[config.mk]
export PLATFORM = sky130hd
export DESIGN_NAME = ghc_hit_cell
export DESIGN_NICKNAME = d
export VERILOG_FILES = /design/src/sv/ghc_pkg.sv /design/src/sv/ghc_hit_cell.sv
export SDC_FILE = /design/constraint.sdc
export NUM_CORES = 2
export LEC_CHECK = 0
export ABC_CLOCK_PERIOD_IN_PS = 9830
export BUFFER_PORTS_ARGS = -buffer_cell sky130_fd_sc_hd__buf_2
export CORE_MARGIN = 2
export CORE_UTILIZATION = 30
export DETAILED_ROUTE_END_ITERATION = 7
export PLACE_DENSITY = 0.54
export SYNTH_ARGS = -nofsm -noshare
export SYNTH_HDL_FRONTEND = slang
export SYNTH_SLANG_ARGS = --single-unit
[constraint.sdc]
create_clock -name clock -period 9.83 [get_ports clock]
set_input_delay 0.983 -clock clock [delete_from_list [all_inputs] [get_ports clock]]
set_output_delay 0.983 -clock clock [all_outputs]
set_load 0.03 [all_outputs]
[src/sv/ghc_pkg.sv]
// Shared constants, types and helper functions of the hit clustering block.
package ghc_pkg;

   // sizing of the hit store and of the input fields
   localparam int MaxHits     = 64;
   localparam int CoordWidth  = 16;
   localparam int EnergyWidth = 16;

   // effective widths: inputs are 16-bit fields
   localparam int CoordEff    = (CoordWidth < 16) ? CoordWidth : 16;
   localparam int EnergyEff   = (EnergyWidth < 16) ? EnergyWidth : 16;

   localparam int ClusterIdxW = $clog2(MaxHits);
   localparam int TotalW      = $clog2(MaxHits + 1);

   // distance arithmetic
   localparam int SqW  = 2 * CoordEff;
   localparam int SumW = SqW + 2;
   localparam int LimW = 32;
   localparam int CmpW = (SumW > LimW) ? SumW : LimW;

   // result field widths
   localparam int CidW       = 6;
   localparam int CountW     = 7;
   localparam int EnTotalW   = 22;
   localparam int MeanW      = 16;
   localparam int IndexW     = 16;
   localparam int LinkW      = 16;
   localparam int OrGroups   = (MaxHits + 7) / 8;

   localparam logic [LinkW-1:0] LinkReset = 16'd300;

   // input and result kinds
   localparam logic KindHit    = 1'b0;
   localparam logic KindEnd    = 1'b1;
   localparam logic ResAssign  = 1'b0;
   localparam logic ResSummary = 1'b1;

   // new hit as seen by every hit cell
   typedef struct packed {
      logic signed [CoordEff-1:0] x;
      logic signed [CoordEff-1:0] y;
      logic signed [CoordEff-1:0] z;
      logic        [LimW-1:0]     lim;
   } probe_type;

   // update and shift control of the cluster cells
   typedef struct packed {
      logic                 upd;
      logic                 open;
      logic                 shift;
      logic [EnergyEff-1:0] energy;
   } clu_ctl_type;

   // index of the lowest set bit
   function automatic logic [ClusterIdxW-1:0] lowest_set(input logic [MaxHits-1:0] v);
      logic [ClusterIdxW-1:0] r;
      r = '0;
      for (int i = MaxHits - 1; i >= 0; i--) begin
         if (v[i]) begin
            r = ClusterIdxW'(i);
         end
      end
      return r;
   endfunction

endpackage

[src/sv/ghc_hit_cell.sv]
// One stored hit: position, cluster id and pipelined distance check.
module ghc_hit_cell (
   input  logic                          clock,
   input  logic                          reset,
   input  ghc_pkg::probe_type            probe,
   input  logic                          wr_en,
   input  logic [ghc_pkg::ClusterIdxW-1:0] wr_cid,
   input  logic                          slot_valid,
   output logic [ghc_pkg::MaxHits-1:0]   match
);

   logic signed [ghc_pkg::CoordEff-1:0]  sx_ff, sy_ff, sz_ff;
   logic [ghc_pkg::ClusterIdxW-1:0]      scid_ff;
   logic [ghc_pkg::CoordEff-1:0]         adx_ff, ady_ff, adz_ff;
   logic [ghc_pkg::CoordEff-1:0]         adx_in, ady_in, adz_in;
   logic [ghc_pkg::SqW-1:0]              sqx_ff, sqy_ff, sqz_ff;
   logic [ghc_pkg::SumW-1:0]             sum_in;
   logic                                 near_ff, near_in;

   function automatic logic [ghc_pkg::CoordEff-1:0] abs_diff(
      input logic signed [ghc_pkg::CoordEff-1:0] a,
      input logic signed [ghc_pkg::CoordEff-1:0] b);
      logic signed [ghc_pkg::CoordEff:0] d;
      logic signed [ghc_pkg::CoordEff:0] n;
      d = (ghc_pkg::CoordEff+1)'(a) - (ghc_pkg::CoordEff+1)'(b);
      n = -d;
      return d[ghc_pkg::CoordEff] ? n[ghc_pkg::CoordEff-1:0] : d[ghc_pkg::CoordEff-1:0];
   endfunction

   // store the hit
   always_ff @(posedge clock) begin
      if (wr_en) begin
         sx_ff   <= probe.x;
         sy_ff   <= probe.y;
         sz_ff   <= probe.z;
         scid_ff <= wr_cid;
      end
   end

   // absolute differences, squares, threshold compare
   always_comb begin
      adx_in  = abs_diff(probe.x, sx_ff);
      ady_in  = abs_diff(probe.y, sy_ff);
      adz_in  = abs_diff(probe.z, sz_ff);
      sum_in  = ghc_pkg::SumW'(sqx_ff) + ghc_pkg::SumW'(sqy_ff) + ghc_pkg::SumW'(sqz_ff);
      near_in = slot_valid &&
                (ghc_pkg::CmpW'(sum_in) <= ghc_pkg::CmpW'(probe.lim));
   end

   always_ff @(posedge clock) begin
      adx_ff <= adx_in;
      ady_ff <= ady_in;
      adz_ff <= adz_in;
      sqx_ff <= ghc_pkg::SqW'(adx_ff) * ghc_pkg::SqW'(adx_ff);
      sqy_ff <= ghc_pkg::SqW'(ady_ff) * ghc_pkg::SqW'(ady_ff);
      sqz_ff <= ghc_pkg::SqW'(adz_ff) * ghc_pkg::SqW'(adz_ff);
   end

   always_ff @(posedge clock) begin
      if (reset) begin
         near_ff <= 1'b0;
      end else begin
         near_ff <= near_in;
      end
   end

   // one-hot cluster vote
   always_comb begin
      match = '0;
      if (near_ff) begin
         match[scid_ff] = 1'b1;
      end
   end

endmodule

==> results.toml <==
[timing]
setup-violations-final = 0
drv_slew = 0
worst_pin_slew_ns = 1.11
fin_crit_sh = 0.694
fmax_mhz = 147
relSlewSlack = 0.249
setup_tns_ns = 0
skew_ns = 0.0259
hold_viol_final = 0
rsz0062_at_grt = "false"
period_needed_ns = 6.82

[clocking]
cts_root_buffer = "clkbuf_16"
cts.sinks = 196
cts_tree = "built"
cts.path.max_buffers = 2
cts_buffers = 17
clk_latency_ns = 0.53
htreeDepth = 4
postCtsResizedCells = 0
cts_hold_buf = 0
cts.clk_slew.worst_paths_ns = 0.10
cts_setup_buffers = 0

[route]
dr.max_layer_used = "met5"
dr_wl_met2_mm = 35.5
dr.pass1.iters = 5
vias_per_cell = 4.53
drt_wl_total_mm = 74.4
ant_nets = 0
m1WireLength_mm = 35.3
via_count = 23200
dr_wl_met3_mm = 2.80
routedWlPerCell_um = 14.5
drc = 0
dr.first_iter.drc_count = 1041

[placement]
gp_congestion = 0.857
hpwl_mm = 62.9
numPortBuffers = 153

[worst_setup_path]
cp-startpoint = "ady_ff[2]"
critPathKind = "flip-flop to flip-flop"
critPathCaptureType = "flip-flop"
setup.worst_path.start_class = "flip-flop"
reg2reg_to = "sqy_ff[31]"
crit_fanout = 17
rr_worst_depth = 19
cp_data_arrival_time_ns = 7.23
required_ns = 10.25
r2r_start = "ady_ff[2]"
r2r_slack_ns = 3.01

[run_status]
status = "completed"

[global_routing]
first_global_vias = 24200
overflow = 0
grt_max_degree = 55
grt_usage = 0.139
grt_pass1_wl_mm = 124
antenna_found_initial = 2

[cells_and_area]
multi_input_area_um2 = 24500
seq_area_um2 = 4460
drive_above_1_share = 0.0595
area.growth.synth_to_final_pct = 8.79
final_util = 0.330
finalNetCount = 4728
fillers = 11200

[die]
rows = 120
dieArea_um2 = 111000
start_util = 0.303
die_h_um = 333
coreArea_um2 = 107000
ios = 154
die_w_um = 333

[logic_synthesis]
synth_edf_count = 54
postSynthCellCount = 3598
avgSynthCellArea_um2 = 9.05
synth-seq-cells = 196
synth_largest_area_cell = "fa_1"
synth_cell_type_count = 75
ys_seq_area_frac = 0.137
ys_warn_count = 0
yosys_most_used_dff = "dfxtp_1"
synthesis.area_um2 = 32600
synth_area_leaders = "fa_1, ha_1, inv_1"
synth_top_area_frac = 0.320
synthArstFlopShare = 0

[worst_hold_path]
hold_start = "sy_ff[0]"
worstHoldEndpoint = "ady_ff[0]"
hold_depth = 2
hold_path.class = "flip-flop to flip-flop"

[flow_run]
drv_cap = 0
==> cell families after synthesis <==
family	after synthesis	synth area share
adder cells (fa/ha/maj)	939	0.481
multiplexers	5	0.00169
AND/OR/NAND/NOR	814	0.119
XOR/XNOR	209	0.0565
AO/OA/AOI/OAI	487	0.0959
other	1	0.000115
flip-flops	196	0.137
buffers and inverters	947	0.109
==> routing by layer <==
metal,GRT usage,vias to the layer above
met5,0,-
met3,0.0190,46
met2,0.235,399
met1,0.189,11300
li1,-,11400
met4,0.0278,2
==> per-stage QoR <==
stage               instance area, um^2  hold WS (ns)  setup slack (ns)  cells
global placement                  34800         0.577              3.05   5083
floorplan                         32600         0.354              3.70   3599
detailed placement                34800         0.589              2.99   5083
global route                      35400         0.608              2.63   5115
finish                            35400         0.588              3.01   5116
CTS                               35400         0.585              3.00   5115
==> final cells by class <==
class,instances,share of cell area
antenna,1,0.0000707
clock buffer,20,0.0132
clock inverter,12,0.00385
inverter,875,0.0927
multi-input combinational,2456,0.693
sequential,196,0.126
tap,1403,0.0496
timing repair buffer,153,0.0217
==> critical path, cell delays in order (launching register included) <==
cell and delay, ns:
dfxtp_1 0.85, nand2_1 0.17, fa_1 0.54, fa_1 0.56
inv_1 0.05, fa_1 0.49, fa_1 0.50, fa_1 0.50
inv_1 0.05, fa_1 0.47, inv_1 0.04, ha_1 0.33
or3_1 0.38, o211ai_1 0.09, o21ai_0 0.21, o21ai_0 0.66
o31a_1 0.26, a31oi_1 0.13, o41ai_1 0.33, xnor2_1 0.11
==> how the worst max path moves through the flow <==
stage | cells after the start | slack, ns | to
CTS | 19 | 3.00 | sqy_ff[31]
finish | 19 | 3.01 | sqy_ff[31]
global route | 22 | 2.63 | sqz_ff[31]
floorplan | 24 | 3.70 | sqz_ff[31]
detailed placement | 19 | 2.99 | sqy_ff[31]
global placement | 19 | 3.05 | sqy_ff[31]
==> placed cells by master (no fill, tap or decap), drive strengths merged, types with 55 or more instances in the layout <==
cell type    n
inv        881
fa         520
ha         419
nand2      292
nor2       192
xnor2      154
a21oi      153
buf        153
dfxtp      142
and2       129
o21ai      100
a21o        61
xor2        55
==> cell usage after synthesis (4+ instances only) <==
cell type / n
inv_1: 875
fa_1: 520
ha_1: 419
nand2_1: 292
nor2_1: 192
xnor2_1: 154
a21oi_1: 153
dfxtp_1: 142
and2_1: 129
o21ai_0: 99
clkbuf_1: 71
a21o_1: 61
edfxtp_1: 54
xor2_1: 54
nand3_1: 41
nor2b_1: 37
o21a_1: 26
nand2b_1: 23
o21bai_1: 23
nor3_1: 20
a31oi_1: 19
a211oi_1: 17
and3_1: 15
nand4_1: 14
o31ai_1: 13
or2_2: 10
or3_1: 10
a31o_2: 9
o211ai_1: 7
a211o_1: 6
o2111ai_1: 6
a2111oi_0: 5
nor4_1: 5
mux2_2: 4
nand3b_1: 4
nor3b_1: 4
o22ai_1: 4
o31a_1: 4
or3b_2: 4
or4_1: 4
==> sequential cells by signal, summed over array words and instances (netlist names) <==
signal and flops:
sy_ff 16, near_ff 1, sqx_ff 31, sx_ff 16, scid_ff 6, ady_ff 16, adz_ff 16, sqz_ff 31
adx_ff 16, sz_ff 16, sqy_ff 31
Power is not shown: default switching activity piles up to over one toggle a cycle in this logic, so the estimate is an artifact.
