`src/sv/ghc_pkg.sv`:
```
// Shared constants, types and helper functions of the hit clustering block.
package ghc_pkg;

   // sizing of the hit store and of the input fields
   localparam int MaxHits     = 64;
   localparam int CoordWidth  = 16;
   localparam int EnergyWidth = 16;

   // effective widths: inputs are 16-bit fields
   localparam int CoordEff    = (CoordWidth < 16) ? CoordWidth : 16;
   localparam int EnergyEff   = (EnergyWidth < 16) ? EnergyWidth : 16;

   localparam int ClusterIdxW = $clog2(MaxHits);
   localparam int TotalW      = $clog2(MaxHits + 1);

   // distance arithmetic
   localparam int SqW  = 2 * CoordEff;
   localparam int SumW = SqW + 2;
   localparam int LimW = 32;
   localparam int CmpW = (SumW > LimW) ? SumW : LimW;

   // result field widths
   localparam int CidW       = 6;
   localparam int CountW     = 7;
   localparam int EnTotalW   = 22;
   localparam int MeanW      = 16;
   localparam int IndexW     = 16;
   localparam int LinkW      = 16;
   localparam int OrGroups   = (MaxHits + 7) / 8;

   localparam logic [LinkW-1:0] LinkReset = 16'd300;

   // input and result kinds
   localparam logic KindHit    = 1'b0;
   localparam logic KindEnd    = 1'b1;
   localparam logic ResAssign  = 1'b0;
   localparam logic ResSummary = 1'b1;

   // new hit as seen by every hit cell
   typedef struct packed {
      logic signed [CoordEff-1:0] x;
      logic signed [CoordEff-1:0] y;
      logic signed [CoordEff-1:0] z;
      logic        [LimW-1:0]     lim;
   } probe_type;

   // update and shift control of the cluster cells
   typedef struct packed {
      logic                 upd;
      logic                 open;
      logic                 shift;
      logic [EnergyEff-1:0] energy;
   } clu_ctl_type;

   // index of the lowest set bit
   function automatic logic [ClusterIdxW-1:0] lowest_set(input logic [MaxHits-1:0] v);
      logic [ClusterIdxW-1:0] r;
      r = '0;
      for (int i = MaxHits - 1; i >= 0; i--) begin
         if (v[i]) begin
            r = ClusterIdxW'(i);
         end
      end
      return r;
   endfunction

endpackage

```
`src/sv/ghc_div.sv`:
```
// Restoring divider: energy total over hit count, one quotient bit a cycle.
module ghc_div (
   input  logic                          clock,
   input  logic                          reset,
   input  logic                          start,
   input  logic [ghc_pkg::EnTotalW-1:0]  dividend,
   input  logic [ghc_pkg::CountW-1:0]    divisor,
   output logic                          done,
   output logic [ghc_pkg::EnTotalW-1:0]  quotient
);

   localparam int StepW = $clog2(ghc_pkg::EnTotalW);

   logic                          busy_ff, busy_in;
   logic                          done_ff, done_in;
   logic [StepW-1:0]              step_ff, step_in;
   logic [ghc_pkg::CountW-1:0]    rem_ff, rem_in;
   logic [ghc_pkg::EnTotalW-1:0]  quo_ff, quo_in;
   logic [ghc_pkg::CountW:0]      shifted;
   logic [ghc_pkg::CountW:0]      diff;
   logic                          ge;

   // one restoring step
   always_comb begin
      shifted = {rem_ff, quo_ff[ghc_pkg::EnTotalW-1]};
      diff    = shifted - (ghc_pkg::CountW+1)'(divisor);
      ge      = shifted >= (ghc_pkg::CountW+1)'(divisor);
      busy_in = busy_ff;
      done_in = 1'b0;
      step_in = step_ff;
      rem_in  = rem_ff;
      quo_in  = quo_ff;
      if (start) begin
         busy_in = 1'b1;
         step_in = '0;
         rem_in  = '0;
         quo_in  = dividend;
      end else if (busy_ff) begin
         rem_in  = ge ? diff[ghc_pkg::CountW-1:0] : shifted[ghc_pkg::CountW-1:0];
         quo_in  = {quo_ff[ghc_pkg::EnTotalW-2:0], ge};
         step_in = step_ff + StepW'(1);
         if (step_ff == StepW'(ghc_pkg::EnTotalW - 1)) begin
            busy_in = 1'b0;
            done_in = 1'b1;
         end
      end
   end

   always_ff @(posedge clock) begin
      if (reset) begin
         busy_ff <= 1'b0;
         done_ff <= 1'b0;
         step_ff <= '0;
      end else begin
         busy_ff <= busy_in;
         done_ff <= done_in;
         step_ff <= step_in;
      end
   end

   always_ff @(posedge clock) begin
      rem_ff <= rem_in;
      quo_ff <= quo_in;
   end

   assign done     = done_ff;
   assign quotient = quo_ff;

endmodule

```
`config.mk`:
```
export PLATFORM = sky130hd
export DESIGN_NAME = ghc_div
export DESIGN_NICKNAME = d
export VERILOG_FILES = /design/src/sv/ghc_pkg.sv /design/src/sv/ghc_div.sv
export SDC_FILE = /design/constraint.sdc
export NUM_CORES = 1
export LEC_CHECK = 0
export BUFFER_PORTS_ARGS = -buffer_cell sky130_fd_sc_hd__buf_2
export CAP_MARGIN = 20
export CELL_PAD_IN_SITES_DETAIL_PLACEMENT = 0
export CELL_PAD_IN_SITES_GLOBAL_PLACEMENT = 1
export CORE_ASPECT_RATIO = 0.9
export CORE_UTILIZATION = 43
export DETAILED_ROUTE_END_ITERATION = 8
export GPL_TIMING_DRIVEN = 0
export HOLD_SLACK_MARGIN = 0.06
export PLACE_DENSITY = 0.86
export SLEW_MARGIN = 40
export SYNTH_ARGS = -nofsm -noshare
export SYNTH_HDL_FRONTEND = slang
export SYNTH_SLANG_ARGS = --single-unit
export TNS_END_PERCENT = 20
```
`constraint.sdc`:
```
create_clock -name clock -period 4.45 [get_ports clock]
set_input_delay 0.445 -clock clock [delete_from_list [all_inputs] [get_ports clock]]
set_output_delay 0.445 -clock clock [all_outputs]
set_load 0.05 [all_outputs]
```
==> results.md, run 1 <==
* Die Y at slightly below 70 um
* Tmin final at 2.337 ns
* Worst hold path class: primary input to register
* Post-DRT Antenna Nets at 0
* Register area share after synthesis at 0.4622
* Final Hold Fails at 0
* Worst vdd ir at 253.7 uV
* Area delta synth->final at 24.89%
* NetSw at roughly 280 uW
* Syn_area_per_cell at 11.25 um2
* Htree depth at 2
* Slew @ Worst Pin at ~0.56 ns
* CTS Sinks at 36
* Clock transition at the registers of the reported paths at 0.08 ns
* Fraction of layout cells with a size suffix above 1 at 0.3909
* Fin. max-slew vios at 0
* Top Ports at 55
* Postcts setup bufs at 0
* Ys Warns at 0
* Die Wd at 74.53 um
* Iteration count of the initial detailed-routing pass at 4
* Most frequent cells in the layout: buf_2, edfxtp_1, mux2_2
* Most common cell after layout, fill and taps aside: buf_2
* Sw Share at 0.2742
* Global-route wire length before repair at 6486 um
* Clock Tree Buf Depth at 2
* RSZ-0062 raised after global routing: false
* Routed vias/inst at around 5
* Reg power frac at 0.391
* Status: complete, no violations
* Pin count of the biggest net entering global routing at 23
* # port buffers at 54
* Root buffer cell: clkbuf_8
* Num rows at 23
* Placeable Area at about 4500 um2
* Placed Cells at 297
* Vias in the first global route at 1,417
* Crit end category: register
* Crit Path Class: register to register
* Max_cap viols at 0
* Post-route DRC at 0
* CTS Hold Bufs at 0
* Grt ovf at 0
* Setup TNS at 0 ns
* CP Data Required Time at 4.65 ns
* Final Non-Filler Cells at approximately 310
* Final setup fails at 0
* Gr usage total at 0.1687
* Pwr/cell area at 404.6 nW/um2
* Initial DRC Count at 100
* Crit start category: register
* N_diodes at 0
* Fmax at 0.4278 GHz
* Layout Skew at approximately 0.008 ns
* Nets at between 200 and 300
* Crit path max fanout at 9
* Combinational power share at 0.224
* Routed vias at roughly 1,500
* Drt wl/cell at 13.14 um
* Mapped Cells at 181
* RePlAce Congestion at 0.7758
* Critical path arrival at 2.53 ns
* Initial antenna violation count at 0
* Starting Density at 0.4535
* Total Power at 1.029 mW
* Flops & latches, synth at 36
* Clock power frac at 0.385
* Die area at 5014 um2
* WL final at between 4000 and 5000 um
* Synth cell types at 46
* Final Cycle Share at 0.5253
* DP Worst Slack at between 1.5 and 2 ns
* Setup ws final at 2.113 ns
* Num CTS Buffers at 5
* Clk_lat worst skew at 0.29 ns
* CTS tree: built
* Worst reg2reg path startpoint: quotient[21]
* Cell area after synthesis at 2036 um2
* Slew HR at 0.6295
* Internal Power at roughly 750 uW
* Crit path launch: quotient[21]
* CTS resizes at 0
* Leak Pwr at 1.050 nW
* DPL Wire Length at 3027 um
* Synth Net Count at 223
* HP Start: reset
-- sequential cells by signal (all words and copies together), names as in the netlist --
| register | count |
|---|---|
| busy_ff | 1 |
| done | 1 |
| quotient | 22 |
| rem_ff | 7 |
| step_ff | 5 |
-- routing by layer --
metal / up-vias / share of wire / global-route usage
li1: 786 / - / -
met1: 703 / 0.48 / 0.2348
met2: 38 / 0.47 / 0.2590
met3: 4 / 0.041 / 0.05373
met4: 0 / 0.0052 / 0.03066
met5: - / 0 / 0
-- critical path: stages, from the launching register on --
cell and delay (ns):
edfxtp_1 0.36, inv_1 0.08, ha_1 0.21, fa_1 0.40
nand2b_1 0.21, a211o_1 0.28, buf_6 0.14, and3_1 0.19
buf_6 0.13, a311oi_2 0.25
-- cell usage after synthesis (all sizes together) --
cell type / instances / share of area
inv: 13 / 0.024
a211oi: 5 / 0.025
or2: 3 / 0.0092
and3: 1 / 0.0031
a211o: 1 / 0.0043
ha: 9 / 0.055
buf: 5 / 0.018
a311oi: 3 / 0.019
o21bai: 2 / 0.0074
edfxtp: 22 / 0.32
nand3: 2 / 0.0049
fa: 1 / 0.0098
xor2: 3 / 0.013
a31oi: 1 / 0.0031
mux2i: 1 / 0.0049
nand3b: 3 / 0.011
o2111ai: 1 / 0.0043
nor3: 2 / 0.0049
or2b: 1 / 0.0037
nand2b: 5 / 0.015
mux2: 21 / 0.12
nor3b: 5 / 0.018
clkbuf: 6 / 0.011
nand4b: 1 / 0.0043
nand4: 4 / 0.012
xnor2: 4 / 0.017
o31ai: 2 / 0.012
nor2: 15 / 0.028
or3: 1 / 0.0031
a41oi: 4 / 0.017
a21o: 3 / 0.011
or4b: 1 / 0.0049
or3b: 1 / 0.0043
a2111oi: 1 / 0.0043
a31o: 1 / 0.0043
nand2: 7 / 0.013
o221ai: 1 / 0.0043
o21ai: 3 / 0.0074
dfxtp: 14 / 0.14
a21oi: 2 / 0.0049
-- per-stage QoR --
stage	utilization	hold slack, ns	cell area (um2)
floorplan	-	0.4794	2036
global placement	0.5309	0.4976	2384
detailed placement	0.5309	0.5064	2384
CTS	0.5663	0.3213	2542
global route	0.5663	0.3256	2542
finish	0.5663	0.3297	2542
-- area by class of cell --
type | count | area (um2)
repair buffers | 54 | 270.3
fillers | 408 | 1947
flip-flops and latches | 36 | 940.9
inverters | 13 | 48.80
plain buffers | 11 | 58.81
well taps | 62 | 77.57
clock buffers | 5 | 68.82
clock inverters | 3 | 90.09
multi-input cells | 121 | 987.2
-- cells by family (layout without fill, tap and decap cells) --
group,after synthesis,count (layout),share of synthesized area
simple gates,52,52,0.1401
flops,36,36,0.4622
compound gates,30,30,0.1285
buf+inv,24,86,0.05286
mux,22,22,0.1211
fa+ha+maj,10,10,0.06515
xor+xnor,7,7,0.03012
-- final timing paths --
kind              cells after the start          to  slack (ns)
setup / recovery                      9   rem_ff[2]        2.11
hold / removal                        2     busy_ff        0.33
setup reg to reg                      9   rem_ff[2]        2.11
hold reg to reg                       2  step_ff[1]        0.52
-- power by group through the flow --
stage / Combinational (mW) / Clock [mW] / Sequential (mW)
after floorplan: 0.100 / 0 / 0.483
after global placement: 0.230 / 0 / 0.409
after detailed placement: 0.231 / 0 / 0.410
after CTS: 0.231 / 0.401 / 0.402
after global routing: 0.249 / 0.417 / 0.406
final: 0.230 / 0.397 / 0.402
No activity file was read; power rests on OpenSTA's default activity.
==> inputs of run 2 (changes only) <==
--- a/config.mk
+++ b/config.mk
@@ -10,11 +10,11 @@
 export CELL_PAD_IN_SITES_DETAIL_PLACEMENT = 0
 export CELL_PAD_IN_SITES_GLOBAL_PLACEMENT = 1
 export CORE_ASPECT_RATIO = 0.9
-export CORE_UTILIZATION = 43
+export CORE_UTILIZATION = 40
 export DETAILED_ROUTE_END_ITERATION = 8
 export GPL_TIMING_DRIVEN = 0
 export HOLD_SLACK_MARGIN = 0.06
-export PLACE_DENSITY = 0.86
+export PLACE_DENSITY = 0.81
 export SLEW_MARGIN = 40
 export SYNTH_ARGS = -nofsm -noshare
 export SYNTH_HDL_FRONTEND = slang
==> constraint.sdc (replaced) <==
create_clock -name clock -period 2.2 [get_ports clock]
set_input_delay 0.22 -clock clock [delete_from_list [all_inputs] [get_ports clock]]
set_output_delay 0.22 -clock clock [all_outputs]
set_load 0.05 [all_outputs]
==> results.md, run 2 (same netlist as run 1, synthesis figures left out) <==
* Crit path max fanout at 6 (-3)
* Fraction of layout cells with a size suffix above 1 at 0.4082 (+0.01722)
* CP Data Required Time at 2.37 ns (-2.28 ns)
* Grt ovf at 0 (unchanged)
* WL final at 4319 um (+7.7%)
* Max_cap viols at 0 (unchanged)
* Fillers at 473 (+16%)
* Crit Reg-Reg Endpoint: rem_ff[3]
* Fmax at 0.4642 GHz (+8.5%)
* Leak Pwr at 1.026 nW (-2.2%)
* Final setup fails at 0 (unchanged)
* Worst reg-to-reg path cell count at 9 (unchanged)
* Post-route DRC at 0 (unchanged)
* Final Cycle Share at 0.9791 (+0.4538)
* Bufs and invs on worst path at 3 (unchanged)
* Routed vias at 1,570 (+2.5%)
* Worst reg2reg path startpoint: quotient[21]
* Largest delay share family, worst path: compound AO/OA/AOI/OAI gates
* DP Worst Slack at 0.05422 ns (-1.944 ns)
* CTS Sinks at 36 (unchanged)
* Pin count of the biggest net entering global routing at 23 (unchanged)
* Die Y at 69.68 um (+3.6%)
* WHS Endpoint: busy_ff
* Most common cell after layout, fill and taps aside: buf_2
* Num CTS Buffers at 5 (unchanged)
* Initial antenna violation count at 0 (unchanged)
* Worst hold path class: primary input to register
* Largest stage delay on the critical path at 0.39 ns (about the same)
* Crit end category: register
* Clock transition at the registers of the reported paths at 0.07 ns (about the same)
* Nets at 286 (+0.70%)
* Initial DRC Count at 96 (-4.0%)
* Root buffer cell: clkbuf_8
* Die area at 5379 um2 (+7.3%)
* Worst vdd ir at 453.7 uV (+79%)
* Pwr/cell area at 692.0 nW/um2 (+71%)
* Clock Tree Buf Depth at 2 (unchanged)
* Final Hold Fails at 0 (unchanged)
* Fin util at 0.5165 (-0.04987)
* Max reg flops at 22 (unchanged)
* Layout Skew at 0.007157 ns (-0.0008707 ns)
* Vias in the first global route at 1,431 (+0.99%)
* Area delta synth->final at 23.42%
* Multi-input gate area at 1021 um2 (+3.4%)
* Routed vias/inst at 5.065 (+0.89%)
* Crit Path Class: register to register
* Setup ws final at 0.04598 ns (-2.067 ns)
* Slew @ Worst Pin at 0.5393 ns (-0.01643 ns)
* # port buffers at 54 (unchanged)
* DPL Wire Length at 3166 um (+4.6%)
* Worst hold slack at 0.1090 ns (-0.2207 ns)
* Htree depth at 2 (unchanged)
* Register area at 940.9 um2 (unchanged)
* CTS Hold Bufs at 0 (unchanged)
* Clk_lat worst skew at 0.28 ns (about the same)
* Fin. max-slew vios at 0 (unchanged)
* Drt wl/cell at 13.93 um (+6.0%)
* Placeable Area at 4865 um2 (+8.4%)
* CTS tree: built
* Top Ports at 55 (unchanged)
* Post-DRT Antenna Nets at 0 (unchanged)
* Die Wd at 77.20 um (+3.6%)
* Gr usage total at 0.1614 (-0.007328)
* Worst Hold Depth at 2 (unchanged)
* Starting Density at 0.4185 (-0.03499)
* Placed cell area at 2400 um2 (+0.68%)
* Crit path launch: quotient[21]
* Tmin final at 2.154 ns (-0.1834 ns)
* Cell Chain, Critical Path: inv_2 > ha_4 > fa_2 > nand2b_4 > a211o_1 > buf_6 > buf_4 > a41oi_1 > o31ai_2
* Slew HR at 0.6405 (+0.01095)
* Num rows at 24 (+4.3%)
* Global-route wire length before repair at 6706 um (+3.4%)
* R2r setup slk at 0.05 ns (-2.07 ns)
* Most frequent cells in the layout: buf_2, edfxtp_1, mux2_2
* Crit start category: register
* Status: complete, no violations
* RePlAce Congestion at 0.7778 (+0.26%)
* Final instance area at 2512 um2 (-1.2%)
* RSZ-0062 raised after global routing: true
* Slowest CP cell: fa_2
* Critical path arrival at 2.32 ns (-0.21 ns)
* Iteration count of the initial detailed-routing pass at 4 (unchanged)
* HP Start: reset
* N_diodes at 0 (unchanged)
[run 2: worst max path at each step]
| stage | endpoint | slack (ns) | cells after the start |
|---|---|---|---|
| floorplan | rem_ff[0] | -0.20 | 9 |
| global placement | rem_ff[0] | 0.08 | 9 |
| detailed placement | rem_ff[0] | 0.05 | 9 |
| CTS | rem_ff[0] | 0.03 | 9 |
| global route | rem_ff[4] | -0.01 | 9 |
| finish | rem_ff[3] | 0.05 | 9 |
[run 2: timing repair]
item	in CTS	in global routing
endpoints found under the setup margin	0	5
gates resized for setup	0	3
setup buffers	0	3
[run 2: layer usage]
| metal | routed length, um | global-route usage |
|---|---|---|
| met1 | 2087 | 0.2191 |
| met2 | 2071 | 0.2547 |
| met3 | 124 | 0.03684 |
| met4 | 36 | 0.05031 |
| met5 | 0 | 0 |
[run 2: per-stage QoR]
step	cells	power, mW	TNS, ns
floorplan	181	1.187	-0.9610
global placement	300	1.300	0
detailed placement	300	1.305	0
CTS	308	1.739	0
global route	310	1.810	-0.03114
finish	310	1.739	0
[run 2: where the power goes]
part	total [mW]	leakage [nW]	switching [mW]	internal (mW)
registers	0.814	0.336	0.0308	0.783
clock network	0.439	0.0399	0.219	0.220
logic	0.485	0.651	0.315	0.170
total	1.74	1.03	0.565	1.17
[run 2: final cells by class]
type	count	area share
Multi-Input combinational cell	121	0.4064
Buffer	10	0.01892
Clock buffer	7	0.03038
Inverter	13	0.01942
Clock inverter	1	0.001494
Tap cell	65	0.03237
Timing Repair Buffer	57	0.1165
Sequential cell	36	0.3745
[run 2: worst register-to-register path: cells and delay by family, from the launching register on]
| family | cells | cell delay, ns |
|---|---|---|
| simple gates | 1 | 0.16 |
| flops | 1 | 0.36 |
| buf+inv | 3 | 0.34 |
| fa+ha+maj | 2 | 0.55 |
| compound gates | 3 | 0.63 |
