==> src/sv/ghc_pkg.sv <==
// Shared constants, types and helper functions of the hit clustering block.
package ghc_pkg;

   // sizing of the hit store and of the input fields
   localparam int MaxHits     = 64;
   localparam int CoordWidth  = 16;
   localparam int EnergyWidth = 16;

   // effective widths: inputs are 16-bit fields
   localparam int CoordEff    = (CoordWidth < 16) ? CoordWidth : 16;
   localparam int EnergyEff   = (EnergyWidth < 16) ? EnergyWidth : 16;

   localparam int ClusterIdxW = $clog2(MaxHits);
   localparam int TotalW      = $clog2(MaxHits + 1);

   // distance arithmetic
   localparam int SqW  = 2 * CoordEff;
   localparam int SumW = SqW + 2;
   localparam int LimW = 32;
   localparam int CmpW = (SumW > LimW) ? SumW : LimW;

   // result field widths
   localparam int CidW       = 6;
   localparam int CountW     = 7;
   localparam int EnTotalW   = 22;
   localparam int MeanW      = 16;
   localparam int IndexW     = 16;
   localparam int LinkW      = 16;
   localparam int OrGroups   = (MaxHits + 7) / 8;

   localparam logic [LinkW-1:0] LinkReset = 16'd300;

   // input and result kinds
   localparam logic KindHit    = 1'b0;
   localparam logic KindEnd    = 1'b1;
   localparam logic ResAssign  = 1'b0;
   localparam logic ResSummary = 1'b1;

   // new hit as seen by every hit cell
   typedef struct packed {
      logic signed [CoordEff-1:0] x;
      logic signed [CoordEff-1:0] y;
      logic signed [CoordEff-1:0] z;
      logic        [LimW-1:0]     lim;
   } probe_type;

   // update and shift control of the cluster cells
   typedef struct packed {
      logic                 upd;
      logic                 open;
      logic                 shift;
      logic [EnergyEff-1:0] energy;
   } clu_ctl_type;

   // index of the lowest set bit
   function automatic logic [ClusterIdxW-1:0] lowest_set(input logic [MaxHits-1:0] v);
      logic [ClusterIdxW-1:0] r;
      r = '0;
      for (int i = MaxHits - 1; i >= 0; i--) begin
         if (v[i]) begin
            r = ClusterIdxW'(i);
         end
      end
      return r;
   endfunction

endpackage

==> src/sv/ghc_clu_cell.sv <==
// One cluster record: hit count and energy total, shifted out at end of event.
module ghc_clu_cell (
   input  logic                            clock,
   input  ghc_pkg::clu_ctl_type            ctl,
   input  logic                            sel,
   input  logic [ghc_pkg::CountW-1:0]      next_hits,
   input  logic [ghc_pkg::EnTotalW-1:0]    next_energy,
   output logic [ghc_pkg::CountW-1:0]      hits,
   output logic [ghc_pkg::EnTotalW-1:0]    energy
);

   logic [ghc_pkg::CountW-1:0]   hits_ff, hits_in;
   logic [ghc_pkg::EnTotalW-1:0] energy_ff, energy_in;
   logic [ghc_pkg::EnTotalW:0]   sum;

   // shift from neighbor, or open / accumulate
   always_comb begin
      sum       = (ghc_pkg::EnTotalW+1)'(energy_ff) + (ghc_pkg::EnTotalW+1)'(ctl.energy);
      hits_in   = hits_ff;
      energy_in = energy_ff;
      if (ctl.shift) begin
         hits_in   = next_hits;
         energy_in = next_energy;
      end else if (ctl.upd && sel) begin
         if (ctl.open) begin
            hits_in   = ghc_pkg::CountW'(1);
            energy_in = ghc_pkg::EnTotalW'(ctl.energy);
         end else begin
            hits_in   = hits_ff + ghc_pkg::CountW'(1);
            energy_in = sum[ghc_pkg::EnTotalW] ? '1 : sum[ghc_pkg::EnTotalW-1:0];
         end
      end
   end

   always_ff @(posedge clock) begin
      hits_ff   <= hits_in;
      energy_ff <= energy_in;
   end

   assign hits   = hits_ff;
   assign energy = energy_ff;

endmodule

==> config.mk <==
export PLATFORM = sky130hd
export DESIGN_NAME = ghc_clu_cell
export DESIGN_NICKNAME = d
export VERILOG_FILES = /design/src/sv/ghc_pkg.sv /design/src/sv/ghc_clu_cell.sv
export SDC_FILE = /design/constraint.sdc
export NUM_CORES = 1
export LEC_CHECK = 0
export ABC_AREA = 1
export BUFFER_PORTS_ARGS = -buffer_cell sky130_fd_sc_hd__buf_2
export CORE_MARGIN = 3
export CORE_UTILIZATION = 45
export CTS_BUF_LIST = sky130_fd_sc_hd__clkbuf_2
export CTS_CLUSTER_SIZE = 16
export DETAILED_ROUTE_END_ITERATION = 6
export HOLD_SLACK_MARGIN = 0.1
export PLACE_DENSITY = 0.7
export RECOVER_POWER = 50
export SETUP_SLACK_MARGIN = 0.3
export SLEW_MARGIN = 10
export SYNTH_ARGS = -nofsm -noshare
export SYNTH_HDL_FRONTEND = slang
export SYNTH_SLANG_ARGS = --single-unit
export TNS_END_PERCENT = 20
==> constraint.sdc <==
create_clock -name clock -period 2.47 [get_ports clock]
set_input_delay 0.494 -clock clock [delete_from_list [all_inputs] [get_ports clock]]
set_output_delay 0.494 -clock clock [all_outputs]
set_load 0.005 [all_outputs]
==> results.md, run 1 <==
* Status: finished clean
* P_leak at roughly 0.0020 µW
* Total gr overflow at 0
* Pwr Density at roughly 520 nW/µm²
* P_int at ~1200 µW
* Initial Util at a little under half
* ANT cells at 0
* GPL Wtd Cong at approximately 1
* Yosys warning count at 0
* Final instance area at about 3800 µm²
* Min Tclk post-route at ~2.2 ns
* CP Max Fanout at 5
* Number of global-route vias before repair at 3045
* Cells after Synth at around 450
* Post-Syn Area per Cell at approximately 6.4 µm²
* Dpl cell area at 3477 µm²
* Hold_ws at approximately 0.36 ns
* Total negative slack at 0 ns
* RSZ-0062 raised after global routing: true
* Layout fillers at between 600 and 700
* Hold Path Class: input port to flop
* Critical path buffers and inverters at 1
* Dominant cell type by area after synthesis: edfxtp_1
* Synth Flop Type: edfxtp_1
* Worst Setup Start Kind: flop
* Ports at 79
* Core ar. at between 6000 and 7000 µm²
* Post-layout util at ~63%
* Worst-skew pair later-pin latency at 0.39 ns
* Die W at between 80 and 90 µm
* Nets@finish at about 620
* Sw Ratio at about 38%
* CTS clk-pin slew, worst paths at ~0.19 ns
* Global-route wire length before repair at roughly 14000 µm
* FFs w/ async S/R, synth at 0%
* Hold_sp: next_energy[13]
* Metal2 WL at approximately 4100 µm
* WL met1 at 4142 µm
* Comb power frac at a little over two fifths
* VDD IR-drop max at around 0.29 mV
* Largest delay share family, worst path: simple AND/OR/NAND/NOR gates
* Power share of the clock group at between 20% and 30%
* Slew HR at 40.45%
* Top sig layer: met4
* Yosys reg bits at 29
* CP max stage cell: edfxtp_1
* I/O Buffers at roughly 80
* Top cells by count, synth: nand2_1 (180), inv_1 (66), nor2_1 (41), nand3_1 (31), edfxtp_1 (29)
* Clock Sinks at 29
* WL final at 8800 µm
* Die height at 86.25 µm
* Largest cells by area after synthesis: edfxtp_1 (30%), nand2_1 (23%), inv_1 (8.5%), ha_1 (7.3%), nand3_1 (5.4%)
* Fmax at roughly 460 MHz
* Cell mode on critical path: nand2_2
* DP HPWL at 6646 µm
* ANT nets after route at 0
* Largest net degree at the start of global routing at 30
* Worst Hold End: energy[13]
* TritonCTS clock tree: yes
* R2r endpoint: energy[3]
* Cts bufs inserted at 5
* Unique masters post-synth at 27
* Initial antenna violation count at 0
* First DRT Iteration DRCs at 188
* Fin Clk Skew at roughly 0.0095 ns
* Hold Crit Depth at 3
* Worst R2R Path Depth at 11
* Post-synthesis instance area at between 2000 and 3000 µm²
* Seq/Total Area, Yosys at a little under a third
* Worst-path cell chain: ha_4 -> fa_2 -> nand2_2 -> nand2_2 -> nand3_2 -> nand2_2 -> nand3_2 -> nand4_4 -> clkbuf_16 -> nor2_1 -> o21ai_0
* Max incr delay on CP at 0.47 ns
* Flop pwr share at 33.2%
* Site Rows at 28
* Vias per cell at 5.108
* Final Hold Fails at 0
* Final non-filler cell total at ~630
* H-Tree Depth at 2
* Area Growth Syn to Fin at 31.35%
* Longest Clk Path Bufs at 2
* CP endpoint kind: flop
* Yosys top cell area share at around 30%
* Max Cap Violations at 0
* Flop2flop setup slack at about 0.32 ns
* Setup-failing EPs final at 0
* Sw Pwr at 747.5 µW
* Drt pass-1 iters at 5
* CTS Root Cell: clkbuf_2
* Critical path data arrival time at between 2 and 2.5 ns
* Fraction of layout cells with a size suffix above 1 at about 28%
* DR DRC count at 0
* Reg2reg start: energy[0]
* Final worst-path cycle share at between 80 and 90%
* Post-synth EDFFs at 29
* Critical path required time at between 2 and 3 ns
* Count leader, synth: nand2_1
* Post-Syn Nets at 520
* Least-Margin Pin Slew at 0.8933 ns
* Die area at between 7000 and 8000 µm²
* Per-cell routed wire length at between 10 and 15 µm
* Final Max Slew Viols at 0
* Critical path type: flop to flop
* Total number of vias at roughly 3200
* Met3 routed WL at 496 µm
* Inst Count DP at 612
* Combined global-route utilization of all metal layers at 23.76%
## metal layers
| metal | track usage (%) | vias up |
|---|---|---|
| met5 | 0 | - |
| met2 | 39.03 | 92 |
| li1 | - | 1642 |
| met1 | 33.59 | 1481 |
| met3 | 3.327 | 8 |
| met4 | 4.674 | 0 |
## worst reg2reg max path, cell delays in order, from the launching register on
cell	delay, ns
edfxtp_1	0.47
ha_4	0.19
fa_2	0.35
nand2_2	0.09
nand2_2	0.08
nand3_2	0.07
nand2_2	0.07
nand3_2	0.09
nand4_4	0.13
clkbuf_16	0.22
nor2_1	0.10
o21ai_0	0.08
## cells by family (layout without fill, tap and decap cells)
family	Yosys count	in the layout	synth area share, %
buffers and inverters	75	179	9.974
XOR/XNOR	8	8	2.418
AO/OA/AOI/OAI	46	46	9.326
adder cells (fa/ha/maj)	18	18	8.031
AND/OR/NAND/NOR	276	276	40.20
flip-flops	29	29	30.05
## through the flow
| stage | power [µW] | setup WS [ns] |
|---|---|---|
| global placement | 1407 | 0.1351 |
| CTS | 1900 | 0.3001 |
| finish | 1988 | 0.3179 |
| floorplan | 1152 | 0.2942 |
| global route | 2135 | 0.2215 |
| detailed placement | 1420 | 0.1074 |
## worst max path at each step
stage               start          to  slack [ns]  cells after the start
2_1_floorplan      ctl[0]  energy[11]        0.29                     11
6_report        energy[0]   energy[3]        0.32                     11
4_1_cts         energy[0]   energy[9]        0.30                     11
3_3_place_gp       ctl[0]  energy[15]        0.14                     12
5_1_grt        energy[15]   energy[2]        0.22                     10
3_5_place_dp       ctl[0]   energy[9]        0.11                     12
## timing repair
item / CTS / global route
endpoints found under the hold margin: 0 / 0
pin swaps: 0 / 4
endpoints found under the setup margin: 1 / 21
setup buffers: 1 / 9
hold buffers: 0 / 0
gates cloned: 0 / 1
gates resized for setup: 0 / 31
## placed cells by master, fill, tap and decap left out, drive strengths merged
cell type | synthesis | layout
a22o | 2 | 2
nand3 | 32 | 32
xor2 | 7 | 7
nor2 | 50 | 50
and2 | 2 | 2
clkbuf | 7 | 12
o31ai | 2 | 2
edfxtp | 29 | 29
xnor2 | 1 | 1
fa | 1 | 1
o21ai | 28 | 28
buf | 1 | 97
a32o | 1 | 1
nand2 | 183 | 183
ha | 17 | 17
nor3 | 2 | 2
nand4 | 4 | 4
inv | 67 | 66
bufinv | 0 | 2
clkinv | 0 | 2
a21oi | 13 | 13
nand3b | 3 | 3
## power by group through the flow
| stage | clock network, µW | registers, µW | logic [µW] |
|---|---|---|---|
| 3_3_place_gp | 0 | 662 | 745 |
| 3_5_place_dp | 0 | 663 | 757 |
| 4_1_cts | 484 | 653 | 764 |
| 6_report | 477 | 660 | 852 |
| 2_1_floorplan | 0 | 662 | 490 |
| 5_1_grt | 504 | 668 | 963 |
## layout make-up
cell class                 count  area [µm²]  share of cell area (%)
clock buffer                   5       25.02                  0.6575
clock inverter                 3       65.06                   1.709
inverter                      67       256.5                   6.739
multi-input combinational    348        1891                   49.67
sequential                    29       870.8                   22.88
tap                           75       93.84                   2.465
timing repair buffer         104       604.3                   15.88
## flip-flops by register name (all words and copies together), names as in the netlist
register and count:
energy 22, hits 7
(Power assumes the default switching activity.)
==> run 2: changes to the inputs <==
ABC_AREA = unset   (was 1)
ABC_CLOCK_PERIOD_IN_PS = 2470   (was unset)
CORE_MARGIN = unset   (was 3)
PLACE_DENSITY = 0.71   (was 0.7)
==> run 2 against run 1 <==
The run now ends with setup timing left; critical path depth decreased by 3; cell area decreased by 6.0%; sequential power increased by 2%; clock skew increased by 0.019 ns; synthesized area decreased by 8.8%; count of clock-buffer cells in the layout unchanged; via count decreased by 14%; die area decreased by 17%; largest power group unchanged; highest routed layer unchanged.
==> results.md, run 2 <==
* Longest Clk Path Bufs at 2 (unchanged)
* Top cells by count, synth: nand2_1 (38), edfxtp_1 (29), a21oi_1 (25), o21ai_0 (25), ha_1 (17)
* Cells after Synth at 291 (-36%)
* RSZ-0062 raised after global routing: true
* Ports at 79 (unchanged)
* Failing checks: setup timing
* Hold_ws at 0.3680 ns (+0.01194 ns)
* Unique masters post-synth at 58 (+110%)
* Final Max Slew Viols at 0 (unchanged)
* Final WS setup at -0.06053 ns (-0.3784 ns)
* Least-Margin Pin Slew at 0.6845 ns (-0.2088 ns)
* Dominant cell type by area after synthesis: edfxtp_1
* Area Growth Syn to Fin at 35.32%
* Fraction of layout cells with a size suffix above 1 at 41.50% (+14 points)
* Max reg flops at 22 (unchanged)
* Hold Path Class: input port to flop
* Setup-failing EPs final at 3 (+3)
* Initial antenna violation count at 0 (unchanged)
* CTS clk-pin slew, worst paths at 0.19 ns (about the same)
* DR DRC count at 0 (unchanged)
* Fin Clk Skew at 0.02805 ns (+0.01858 ns)
* CTS Hold Bufs at 0 (unchanged)
* Critical path required time at 2.65 ns (+0.02 ns)
* Inst Count DP at 472 (-23%)
* Pwr Density at 561.0 nW/µm² (+7.4%)
* Seq/Total Area, Yosys at 32.95% (+2.9 points)
* WL final at 7691 µm (-13%)
* Final Hold Fails at 0 (unchanged)
* GPL Wtd Cong at 0.8916 (-11%)
* Final worst-path cycle share at 102.5% (+15 points)
* Site Rows at 27 (-3.6%)
* Total gr overflow at 0 (unchanged)
* CTS Root Cell: clkbuf_2
* Largest cells by area after synthesis: edfxtp_1 (33%), ha_1 (8.0%), nand2_1 (5.4%), a21oi_1 (4.7%), o21ai_0 (4.7%)
* ANT cells at 0 (unchanged)
* Die W at 78.63 µm (-8.8%)
* Worst Setup Start Kind: flop
* Critical path data arrival time at 2.71 ns (+0.39 ns)
* Slew HR at 54.37% (+14 points)
* Post-synth EDFFs at 29 (unchanged)
* Max Cap Violations at 0 (unchanged)
* DP HPWL at 5778 µm (-13%)
* Worst-skew pair later-pin latency at 0.40 ns (about the same)
* Combined global-route utilization of all metal layers at 25.86% (+2.1 points)
* Most common cell after layout, fill and taps aside: buf_2
* I/O Buffers at 78 (unchanged)
* CP Max Fanout at 4 (-1)
* GR Util met3 at 3.953% (+0.63 points)
* Core ar. at 5574 µm² (-8.0%)
* Post-Syn Nets at 359 (-31%)
* Dpl cell area at 3385 µm² (-2.7%)
* CP endpoint kind: flop
* TritonCTS clock tree: yes
* Count leader, synth: nand2_1
* Post-Syn Area per Cell at 9.081 µm² (+42%)
* Yosys top cell area share at 32.95% (+2.9 points)
* Critical path type: flop to flop
* Largest net degree at the start of global routing at 33 (+10%)
* ANT nets after route at 0 (unchanged)
* Initial Util at 47.41% (-0.40 points)
* Drt pass-1 iters at 4 (-1)
* Die height at 78.63 µm (-8.8%)
* Total number of vias at 2782 (-14%)
* Synth Flop Type: edfxtp_1
* Global-route wire length before repair at 12390 µm (-12%)
* Status: finished with violations
* Number of global-route vias before repair at 2623 (-14%)
* Clock Sinks at 29 (unchanged)
* Post-synthesis instance area at 2643 µm² (-8.8%)
* Most frequent cells in the layout: buf_2 (77), buf_4 (45), nand2_1 (38)
* FFs w/ async S/R, synth at 0% (unchanged)
* Die area at 6183 µm² (-17%)
* First DRT Iteration DRCs at 134 (-29%)
* Nets@finish at 479 (-23%)
* Yosys reg bits at 29 (unchanged)
* P_leak at 0.001561 µW (-23%)
* Final instance area at 3576 µm² (-6.0%)
* Total negative slack at -0.06830 ns (-0.06830 ns)
* Cts bufs inserted at 5 (unchanged)
* Met2 Usage GRT at 42.35% (+3.3 points)
* Final non-filler cell total at 484 (-23%)
* Per-cell routed wire length at 15.89 µm (+14%)
* VDD IR-drop max at 0.2926 mV (+1.8%)
* Post-layout util at 64.15% (+1.4 points)
* H-Tree Depth at 2 (unchanged)
* Fmax at 395.2 MHz (-15%)
* GRT Max-Usage Layer: met2
* Yosys warning count at 0 (unchanged)
* Vias per cell at 5.748 (+13%)
* Met1 GRT Util at 35.41% (+1.8 points)
* Min Tclk post-route at 2.531 ns (+0.3784 ns)
## run 2: changes by cell type in the layout (fill, tap and decap cells not counted), moves of 10 or more
cell,previous run,this run
nand3_1,30,10
buf_4,22,45
nor2_1,40,13
a21oi_1,11,22
inv_1,65,6
xnor2_1,1,13
nand2_1,174,38
o22ai_2,0,10
o21ai_1,1,12
## run 2: worst paths after layout
check / start / endpoint / slack [ns] / cells after the start
worst min register to register: hits[0] / hits[0] / 0.66 / 1
worst max register to register: energy[0] / energy[18] / -0.06 / 8
worst max-delay path: energy[0] / energy[18] / -0.06 / 8
worst min-delay path: next_hits[1] / hits[1] / 0.37 / 3
## run 2: cell type report
cell class,count,area (µm²)
fillers,479,1998
multi-input cells,242,1799
flip-flops and latches,29,870.8
repair buffers,127,750.7
well taps,72,90.09
clock buffers,5,25.02
inverters,6,22.52
clock inverters,3,17.52
## run 2: through the flow
stage               setup slack, ns  power (µW)
finish                     -0.06053        2006
global route                -0.1420        2134
CTS                        -0.04890        1978
detailed placement          -0.3327        1643
global placement            -0.2807        1625
floorplan                  -0.09661        1290
## run 2: power by group
group / internal, µW / switching (µW)
Sequential: 623 / 51.5
Combinational: 518 / 544
Clock: 66.0 / 204
Total: 1210 / 799
## run 2: logic make-up after synthesis
group	Yosys count	synth area share, %
AOI/OAI and AO/OA	116	31.11
and+or+nand+nor	88	15.96
DFF	29	32.95
buffers and inverters	20	4.498
xor gates and xnor gates	19	6.297
adders and majority gates	18	8.807
muxes	1	0.3788
## run 2: worst max-delay path, cell delays in order (launching register included)
cell      delay (ns)
edfxtp_1        0.46
ha_4            0.19
fa_2            0.35
a21o_4          0.22
a221o_1         0.35
nand4_4         0.11
a211oi_2        0.09
or3_1           0.32
a32o_1          0.25
## run 2: per-layer routing
metal,vias to the layer above,wire [µm]
li1,1364,-
met1,1310,3392
met2,101,3650
met3,7,575
met4,0,72
met5,-,0
## run 2: repair_timing
| item | CTS | global route |
|---|---|---|
| buffers inserted | 2 | 2 |
| gates resized for setup | 25 | 9 |
| pin swaps | 18 | 9 |
| setup endpoints to repair | 22 | 22 |
